==> config.mk <==
export PLATFORM = sky130hd
export DESIGN_NAME = ordered_list_insert_delete
export DESIGN_NICKNAME = d
export VERILOG_FILES = /design/src/rtl/core/oli_pkg.sv /design/src/rtl/core/oli_ram.sv /design/src/rtl/core/oli_wrap_add.sv /design/src/rtl/core/ordered_list_insert_delete.sv
export SDC_FILE = /design/constraint.sdc
export NUM_CORES = 1
export LEC_CHECK = 0
export BUFFER_PORTS_ARGS = -buffer_cell sky130_fd_sc_hd__buf_4
export CAP_MARGIN = 20
export CORE_MARGIN = 2
export CORE_UTILIZATION = 30
export CTS_BUF_LIST = sky130_fd_sc_hd__clkbuf_8
export DETAILED_ROUTE_END_ITERATION = 16
export PLACE_DENSITY = 0.47
export SYNTH_ARGS = -nofsm -noshare
export SYNTH_HDL_FRONTEND = slang
export SYNTH_HIERARCHICAL = 1
export SYNTH_SLANG_ARGS = --single-unit
==> constraint.sdc <==
create_clock -name clk -period 11.4 [get_ports clk]
set_input_delay 2.28 -clock clk [delete_from_list [all_inputs] [get_ports clk]]
set_output_delay 2.28 -clock clk [all_outputs]
set_load 0.02 [all_outputs]
==> src/rtl/core/oli_pkg.sv <==
// Shared types and constants for the ordered list block.
package oli_pkg;

	localparam int DATA_W = 32;
	localparam int POS_W  = 6;
	localparam int OP_W   = 2;

	typedef enum logic [OP_W-1:0] {
		OP_INS_FRONT = 2'd0,
		OP_INS_BACK  = 2'd1,
		OP_DELETE    = 2'd2,
		OP_NOP       = 2'd3
	} op_t;

	typedef enum logic [2:0] {
		ST_IDLE,
		ST_EXEC,
		ST_SHIFT,
		ST_EMIT_INIT,
		ST_EMIT
	} state_t;

	typedef struct packed {
		logic cin;
		logic use_rp;
	} add_ctl_t;

endpackage

==> src/rtl/core/oli_ram.sv <==
// Generic simple dual-port RAM, one write port, one registered read port.
module oli_ram #(
	parameter int WIDTH = 32,
	parameter int DEPTH = 32
) (
	input  logic                       clk,
	input  logic                       we,
	input  logic [$clog2(DEPTH)-1:0]   waddr,
	input  logic [WIDTH-1:0]           wdata,
	input  logic                       re,
	input  logic [$clog2(DEPTH)-1:0]   raddr,
	output logic [WIDTH-1:0]           rdata_q
);

	logic [WIDTH-1:0] mem_q [DEPTH];

	always_ff @(posedge clk) begin
		if (we) begin
			mem_q[waddr] <= wdata;
		end
		if (re) begin
			rdata_q <= mem_q[raddr];
		end
	end

endmodule

==> src/rtl/core/oli_wrap_add.sv <==
// Shared circular pointer adder: (a + b + cin) modulo DEPTH, for sums below 2*DEPTH.
module oli_wrap_add #(
	parameter int DEPTH = 32,
	parameter int BW    = 7
) (
	input  logic [$clog2(DEPTH)-1:0] a,
	input  logic [BW-1:0]            b,
	input  logic                     cin,
	output logic [$clog2(DEPTH)-1:0] sum
);

	localparam int AW = $clog2(DEPTH);
	localparam int SW = BW + 1;

	logic [SW-1:0] raw;
	logic [SW-1:0] adj;

	always_comb begin
		raw = SW'(a) + SW'(b) + SW'(cin);
		adj = (raw >= SW'(DEPTH)) ? (raw - SW'(DEPTH)) : raw;
		sum = adj[AW-1:0];
	end

endmodule

==> src/rtl/core/ordered_list_insert_delete.sv <==
// Top level: bounded ordered list with insert front/back, delete at position, full dump.
//
//  channel | direction | handshake         | payload
//  --------+-----------+-------------------+----------------------------------
//  in      | input     | in_valid/in_stall | op, value, position
//  out     | output    | out_valid/out_stall | entry, last, empty_res, dropped
//
// A request steps through accept, execute, emit setup, then emits one item per cycle while
// out_stall is low (one empty_res item for an empty list). A delete at a valid position
// first passes through a shift state that moves each later entry down by one place.
// The list is a circular buffer, so front inserts move no data.
// Reset clears the count and head pointer; RAM contents are left as they are.
// Out stall holds the emit sequencer; no command is taken while the block is busy.
module ordered_list_insert_delete #(
	parameter int LIST_DEPTH = 32
) (
	input  logic                              clk,
	input  logic                              arst_n,
	input  logic                              in_valid,
	output logic                              in_stall,
	input  logic [oli_pkg::OP_W-1:0]          op,
	input  logic signed [oli_pkg::DATA_W-1:0] value,
	input  logic [oli_pkg::POS_W-1:0]         position,
	output logic                              out_valid,
	input  logic                              out_stall,
	output logic signed [oli_pkg::DATA_W-1:0] entry,
	output logic                              last,
	output logic                              empty_res,
	output logic                              dropped
);

	localparam int AW = $clog2(LIST_DEPTH);
	localparam int CW = $clog2(LIST_DEPTH + 1);
	localparam int XW = (CW > oli_pkg::POS_W) ? CW : oli_pkg::POS_W;

	oli_pkg::state_t state_q, state_d;

	logic [AW-1:0]                 head_q, head_d;
	logic [CW-1:0]                 count_q, count_d;
	logic [AW-1:0]                 rp_q, rp_d;
	logic [AW-1:0]                 wp_q, wp_d;
	logic [CW-1:0]                 idx_q, idx_d;
	logic                          pend_q, pend_d;
	logic                          out_valid_q, out_valid_d;
	logic                          last_q, last_d;
	logic                          empty_q, empty_d;
	logic                          dropped_q, dropped_d;
	oli_pkg::op_t                  op_q;
	logic [oli_pkg::DATA_W-1:0]    value_q;
	logic [oli_pkg::POS_W-1:0]     pos_q;

	logic                          accept;
	logic                          out_free;
	logic                          full;
	logic [XW-1:0]                 pos_x;
	logic [XW-1:0]                 count_x;

	oli_pkg::add_ctl_t             actl;
	logic [XW-1:0]                 add_b;
	logic [AW-1:0]                 add_a;
	logic [AW-1:0]                 add_sum;

	logic                          ram_we;
	logic [AW-1:0]                 ram_waddr;
	logic [oli_pkg::DATA_W-1:0]    ram_wdata;
	logic                          ram_re;
	logic [AW-1:0]                 ram_raddr;
	logic [oli_pkg::DATA_W-1:0]    ram_rdata;

	oli_ram #(
		.WIDTH (oli_pkg::DATA_W),
		.DEPTH (LIST_DEPTH)
	) u_ram (
		.clk     (clk),
		.we      (ram_we),
		.waddr   (ram_waddr),
		.wdata   (ram_wdata),
		.re      (ram_re),
		.raddr   (ram_raddr),
		.rdata_q (ram_rdata)
	);

	oli_wrap_add #(
		.DEPTH (LIST_DEPTH),
		.BW    (XW)
	) u_add (
		.a   (add_a),
		.b   (add_b),
		.cin (actl.cin),
		.sum (add_sum)
	);

	assign out_free  = !out_valid_q || !out_stall;
	assign full      = (count_q == CW'(LIST_DEPTH));
	assign pos_x     = XW'(pos_q);
	assign count_x   = XW'(count_q);
	assign in_stall  = (state_q != oli_pkg::ST_IDLE) || (out_valid_q && out_stall);
	assign accept    = in_valid && !in_stall;
	assign add_a     = actl.use_rp ? rp_q : head_q;

	assign out_valid = out_valid_q;
	assign entry     = empty_q ? '0 : ram_rdata;
	assign last      = last_q;
	assign empty_res = empty_q;
	assign dropped   = dropped_q;

	always_ff @(posedge clk or negedge arst_n) begin
		if (!arst_n) begin
			state_q     <= oli_pkg::ST_IDLE;
			head_q      <= '0;
			count_q     <= '0;
			pend_q      <= 1'b0;
			out_valid_q <= 1'b0;
		end else begin
			state_q     <= state_d;
			head_q      <= head_d;
			count_q     <= count_d;
			pend_q      <= pend_d;
			out_valid_q <= out_valid_d;
		end
	end

	always_ff @(posedge clk) begin
		rp_q      <= rp_d;
		wp_q      <= wp_d;
		idx_q     <= idx_d;
		last_q    <= last_d;
		empty_q   <= empty_d;
		dropped_q <= dropped_d;
		if (accept) begin
			op_q    <= oli_pkg::op_t'(op);
			value_q <= value;
			pos_q   <= position;
		end
	end

	always_comb begin
		state_d     = state_q;
		head_d      = head_q;
		count_d     = count_q;
		rp_d        = rp_q;
		wp_d        = wp_q;
		idx_d       = idx_q;
		pend_d      = pend_q;
		out_valid_d = out_valid_q && out_stall;
		last_d      = last_q;
		empty_d     = empty_q;
		dropped_d   = dropped_q;
		actl.cin    = 1'b0;
		actl.use_rp = 1'b0;
		add_b       = '0;
		ram_we      = 1'b0;
		ram_waddr   = add_sum;
		ram_wdata   = value_q;
		ram_re      = 1'b0;
		ram_raddr   = add_sum;

		case (state_q)
			oli_pkg::ST_IDLE: begin
				if (accept) begin
					state_d = oli_pkg::ST_EXEC;
				end
			end
			oli_pkg::ST_EXEC: begin
				dropped_d = 1'b0;
				state_d   = oli_pkg::ST_EMIT_INIT;
				case (op_q)
					oli_pkg::OP_INS_FRONT: begin
						add_b = XW'(LIST_DEPTH - 1);
						if (full) begin
							dropped_d = 1'b1;
						end else begin
							ram_we  = 1'b1;
							head_d  = add_sum;
							count_d = count_q + CW'(1);
						end
					end
					oli_pkg::OP_INS_BACK: begin
						add_b = count_x;
						if (full) begin
							dropped_d = 1'b1;
						end else begin
							ram_we  = 1'b1;
							count_d = count_q + CW'(1);
						end
					end
					oli_pkg::OP_DELETE: begin
						add_b = pos_x;
						if (pos_x < count_x) begin
							rp_d    = add_sum;
							idx_d   = CW'(pos_x) + CW'(1);
							pend_d  = 1'b0;
							state_d = oli_pkg::ST_SHIFT;
						end
					end
					default: begin
					end
				endcase
			end
			oli_pkg::ST_SHIFT: begin
				actl.use_rp = 1'b1;
				actl.cin    = 1'b1;
				ram_waddr   = wp_q;
				ram_wdata   = ram_rdata;
				ram_we      = pend_q;
				if (idx_q < count_q) begin
					ram_re = 1'b1;
					wp_d   = rp_q;
					rp_d   = add_sum;
					idx_d  = idx_q + CW'(1);
					pend_d = 1'b1;
				end else begin
					pend_d = 1'b0;
					if (!pend_q) begin
						count_d = count_q - CW'(1);
						state_d = oli_pkg::ST_EMIT_INIT;
					end
				end
			end
			oli_pkg::ST_EMIT_INIT: begin
				rp_d    = head_q;
				idx_d   = '0;
				state_d = oli_pkg::ST_EMIT;
			end
			oli_pkg::ST_EMIT: begin
				actl.use_rp = 1'b1;
				actl.cin    = 1'b1;
				ram_raddr   = rp_q;
				if (out_free) begin
					out_valid_d = 1'b1;
					if (count_q == '0) begin
						empty_d = 1'b1;
						last_d  = 1'b1;
						state_d = oli_pkg::ST_IDLE;
					end else begin
						ram_re  = 1'b1;
						empty_d = 1'b0;
						rp_d    = add_sum;
						idx_d   = idx_q + CW'(1);
						last_d  = ((idx_q + CW'(1)) == count_q);
						if ((idx_q + CW'(1)) == count_q) begin
							state_d = oli_pkg::ST_IDLE;
						end
					end
				end
			end
			default: begin
				state_d = oli_pkg::ST_IDLE;
			end
		endcase
	end

endmodule

==> results of run 1 <==
[metal layers]
layer | vias to the layer above | track usage, % | wire [um]
met4 | 0 | 5.29 | 2890
met5 | - | 0 | 0
li1 | 10900 | - | -
met3 | 177 | 2.83 | 5650
met1 | 13100 | 21.8 | 56900
met2 | 648 | 26.5 | 59900
[cell type report]
cell class	instances	area [sq um]
fillers	14200	98100
flip-flops and latches	1131	33900
multi-input cells	1412	10700
clock buffers	186	2560
well taps	2016	2520
repair buffers	139	1250
clock inverters	138	743
inverters	20	75.1
diodes	1	2.50
[cells in the final DEF (no fill, tap or decap), types with 4 or more instances in the layout]
cell type  count
clkbuf_8     186
ha_1          20
nor3_1        36
and2_1         4
nor2b_1       35
buf_4        127
clkinv_2      14
xnor2_1       20
or3b_2         4
nor2_1        17
a31oi_1       33
mux2i_1      515
dfrtp_1       16
edfxtp_1    1115
nand2_1      228
inv_6          5
nand3b_1       6
bufinv_16      5
buf_12         5
buf_16         7
a21o_1         5
o21ai_0       10
inv_1         77
mux2_2        19
nor2_4        33
clkinv_1      49
a21oi_1      118
a22o_1        65
xor2_1         4
nand3_1      108
a22oi_1       96
[worst max-delay path, stage by stage (launching register included)]
cell	delay, ps
dfrtp_1	550
or3b_2	210
inv_2	40
a21oi_2	480
mux2_2	430
fa_1	610
mux2_8	710
buf_4	830
buf_4	800
mux2i_1	290
a22o_1	150
nor3_1	70
a31oi_1	240
nand3_1	120
[how the worst max path moves through the flow]
stage | start | endpoint | slack [ps] | depth (start not counted)
4_1_cts | state_q[2] | u_ram/rdata_q[7] | 5430 | 13
5_1_grt | state_q[2] | u_ram/rdata_q[7] | 5090 | 13
3_5_place_dp | state_q[2] | u_ram/rdata_q[7] | 5460 | 13
6_report | state_q[2] | u_ram/rdata_q[7] | 5440 | 13
2_1_floorplan | state_q[0] | u_ram/mem_q[17][0] | 6400 | 16
3_3_place_gp | state_q[2] | u_ram/rdata_q[8] | 5600 | 13
[through the flow]
stage,hold slack [ps],instances,area (sq um)
2_1_floorplan,442,2709,45200
3_5_place_dp,480,4711,48200
3_3_place_gp,483,4711,48200
6_report,494,5043,51700
4_1_cts,496,5035,51500
5_1_grt,523,5043,51700
[sequential cells by signal, summed over array words and instances (netlist names)]
register	flops
empty_res	1
u_ram/mem_q	1024
u_ram/rdata_q	32
pos_q	6
count_q	6
rp_q	5
idx_q	6
value_q	32
out_valid	1
pend_q	1
state_q	3
last	1
dropped	1
wp_q	5
op_q	2
head_q	5
==> run_results.csv, run 1 <==
group,metric,value,unit
worst_setup_path,crit_path_end_kind,"flop",
sta,max_freq,168,MHz
clock_network,clockRootBuffer,"clkbuf_8",
detailed_routing,vias,24800,
detailed_routing,wire_per_inst,24.9,um
sta,worst-slew-pin-transition,1160,ps
detailed_routing,drt-vias-per-instance,4.92,
sta,finalSetupTns,0,ps
clock_network,cts_made_buffers,182,
die,initial_core_util,30.2,%
global_route,antenna_found_initial,3,
min_path,hp-start,"rp_q[1]",
run,max_cap_violations,0,
clock_network,cts_resized,0,
detailed_routing,routed_wl,125000,um
worst_setup_path,r2r_cells,13,
die,die_area,154000,sq um
detailed_routing,drt_iter0_markers,1860,
clock_network,h-tree-depth,4,
layout,area_growth,14.4,%
die,die_x,392,um
die,rows,142,
synth,syn-mean-instance-area,16.7,sq um
clock_network,cts_sinks,1131,
sta,fin_crit_sh,52.3,%
clock_network,postCtsHoldBufs,0,
sta,slew-limit-headroom,23.0,%
global_route,grt_usage,16.2,%
synth,syn_nets,2776,
worst_setup_path,rrSetupSlack,5440,ps
synth,netlist_area,45200,sq um
min_path,holdCritPathClass,"flop to flop",
place,numPortBuffers,80,
detailed_routing,drtAntennaViolNets,0,
worst_setup_path,critical_path_class,"flop to flop",
worst_setup_path,worst_ep_required_time,12000,ps
worst_setup_path,worstPathArrival,6560,ps
global_route,grt_pass1_wl,180000,um
sta,finalHoldViolations,0,
sta,setup_viol,0,
place,dp_slack,5460,ps
clock_network,cts_setup_buffers,0,
place,dp_hpwl,62000,um
die,ios,81,
clock_network,max-clock-path-buffers,3,
min_path,hold_end,"wp_q[1]",
layout,drive_above_1_share,14.1,%
worst_setup_path,path_max_fanout,71,
worst_setup_path,r2r-start,"state_q[2]",
die,core_area,150000,sq um
clock_network,clk_latency,880,ps
min_path,whs_path_depth,0,
layout,fin_nets,2953,
synth,yosys_warnings,6,
outcome,outcome,"complete, no violations",
synth,synthCells,2709,
global_route,grt_max_degree,131,
detailed_routing,drcViolationCount,0,
die,die_h,392,um
layout,post-route-util,34.5,%
global_route,grt_pass1_vias,25200,
clock_network,clkTransAtPathRegs,60,ps
sta,rsz0062_at_grt,"false",
sta,setup_ws,5440,ps
global_route,grt_overflow,0,
sta,fin_skew,31.7,ps
detailed_routing,drtPass1Iterations,5,
worst_setup_path,timing.rr.end,"u_ram/rdata_q[7]",
sta,finalMaxSlewViolations,0,
worst_setup_path,start_kind,"flop",
clock_network,cts_tree,"yes",
sta,fin_crit,5960,ps
place,place_congestion,0.753,
Power of run 1 is left out: the tool's default activity adds up to more than one toggle a clock period on the data nets, which glitch-free logic cannot reach.
==> inputs of run 2 (changes only) <==
==> constraint.sdc (replaced) <==
create_clock -name clk -period 6.1 [get_ports clk]
set_input_delay 1.22 -clock clk [delete_from_list [all_inputs] [get_ports clk]]
set_output_delay 1.22 -clock clk [all_outputs]
set_load 0.02 [all_outputs]
==> run 2 against run 1 <==
  * Highest routed layer unchanged
  * Critical endpoint is now u_ram/rdata_q[20]
  * First-iteration DRC count grew 8.1%
  * Global-route usage rose by 0.073 points
  * Wire length grew 0.97%
==> run_results.csv, run 2 (same netlist as run 1, synthesis figures left out) <==
group,metric,value,unit
outcome,outcome,"complete, no violations",
clock_network,cts_setup_buffers,0,
clock_network,cts_sinks,1131,
global_route,grt_busiest_layer,"met2",
detailed_routing,wire_per_inst,24.7,um
detailed_routing,routed_wl,127000,um
layout,n_fill_cell,14100,
worst_setup_path,path_max_fanout,47,
clock_network,cts_resized,0,
die,die_area,154000,sq um
layout,final_common_cell,"edfxtp_1",
global_route,grtUsageMet2,26.4,%
layout,largest_reg_flops,1024,
die,initial_core_util,30.2,%
global_route,antenna_found_initial,2,
sta,fin_crit,5320,ps
worst_setup_path,critical_path_class,"flop to flop",
clock_network,clk_latency,900,ps
layout,stdcell_count,5118,
worst_setup_path,worst_ep_required_time,6690,ps
global_route,grt_pass1_wl,181000,um
detailed_routing,drtPass1Iterations,5,
sta,max_freq,188,MHz
die,ios,81,
layout,mostFrequentLayoutCells,"edfxtp_1 (1115), mux2i_1 (515), nand2_1 (228)",
place,dp_hpwl,72700,um
worst_setup_path,crit_path_end_kind,"flop",
clock_network,h-tree-depth,4,
place,numPortBuffers,80,
place,placed_cell_area,49000,sq um
detailed_routing,drt-vias-per-instance,4.86,
clock_network,max-clock-path-buffers,3,
sta,finalHoldViolations,0,
sta,rsz0062_at_grt,"false",
detailed_routing,vias,24900,
global_route,grtUsageMet3,3.19,%
global_route,grt_overflow,0,
layout,fin_nets,3014,
worst_setup_path,worstPathArrival,5910,ps
min_path,holdCritPathClass,"primary input to asynchronous set/reset pin",
layout,multi_input_area,10700,sq um
layout,reg_top3,"u_ram/mem_q (1024), u_ram/rdata_q (32), value_q (32)",
place,place_congestion,0.786,
global_route,use_met1,21.9,%
sta,finalSetupTns,0,ps
layout,top_register,"u_ram/mem_q",
place,dpl.cell_count,4754,
worst_setup_path,start_kind,"flop",
sta,setup_viol,0,
global_route,grt_max_degree,88,
layout,area_growth,17.2,%
layout,drive_above_1_share,16.4,%
global_route,grt_pass1_vias,25600,
clock_network,cts_tree,"yes",
die,die_h,392,um
sta,slew-limit-headroom,27.7,%
run,max_cap_violations,0,
die,core_area,150000,sq um
detailed_routing,drcViolationCount,0,
sta,finalMaxSlewViolations,0,
layout,postLayoutCellArea,53000,sq um
global_route,grt_usage,16.3,%
die,die_x,392,um
layout,post-route-util,35.4,%
sta,fin_crit_sh,87.2,%
clock_network,clkTransAtPathRegs,60,ps
clock_network,postCtsHoldBufs,0,
die,rows,142,
sta,worst-slew-pin-transition,1080,ps
detailed_routing,drtAntennaViolNets,0,
clock_network,clockRootBuffer,"clkbuf_8",
clock_network,cts_made_buffers,189,
detailed_routing,drt_iter0_markers,2011,
sta,fin_skew,43.4,ps
layout,seq_area,33900,sq um
==> run 2: cell count changes in the layout (fill, tap and decap cells not counted), moves of 2 or more <==
cell and delta:
buf_12 +25, buf_16 +12, buf_4 +14, buf_8 +3
bufinv_16 +4, clkbuf_8 +7, clkinv_1 -6, clkinv_2 +18
inv_1 -2
==> run 2: critical path: stages (launching register included) <==
cell and delay [ps]:
dfrtp_1 540, or3b_2 210, inv_2 50, a21oi_2 450, mux2_2 420, fa_1 450, inv_1 100, fa_1 420
inv_1 120, mux2_2 250, nor2b_4 600, buf_12 350, a22o_1 220, nor3_1 60, a31oi_1 560, nand3_1 170
==> run 2: layout make-up <==
class | count | area share (%)
clock inverter | 151 | 1.72
inverter | 20 | 0.142
multi-input combinational | 1412 | 20.2
sequential | 1131 | 64.0
antenna | 2 | 0.00945
tap | 2016 | 4.76
clock buffer | 193 | 5.02
timing repair buffer | 193 | 4.21
==> run 2: metrics by stage <==
step                      setup WS [ps]  hold WS, ps
final                               779          216
after global routing                525          149
after CTS                           801          109
after detailed placement            825          486
after global placement              840          486
after floorplan                    1100          442
==> run 2: layer usage <==
layer	share of wire (%)	vias up
li1	-	11100
met1	45	12900
met2	47	704
met3	4.9	204
met4	2.8	0
met5	0	-
==> run 2: worst paths after layout <==
kind / from / endpoint / slack, ps / cells past startpoint
min reg2reg: rp_q[2] / wp_q[2] / 500 / 0
min: arst_n / out_valid / 220 / 1
min in group clk: rp_q[2] / wp_q[2] / 500 / 0
max: state_q[2] / u_ram/rdata_q[20] / 780 / 15
max in group asynchronous: arst_n / count_q[4] / 5650 / 1
max reg2reg: state_q[2] / u_ram/rdata_q[20] / 780 / 15
Power of run 2 is left out for the same reason.
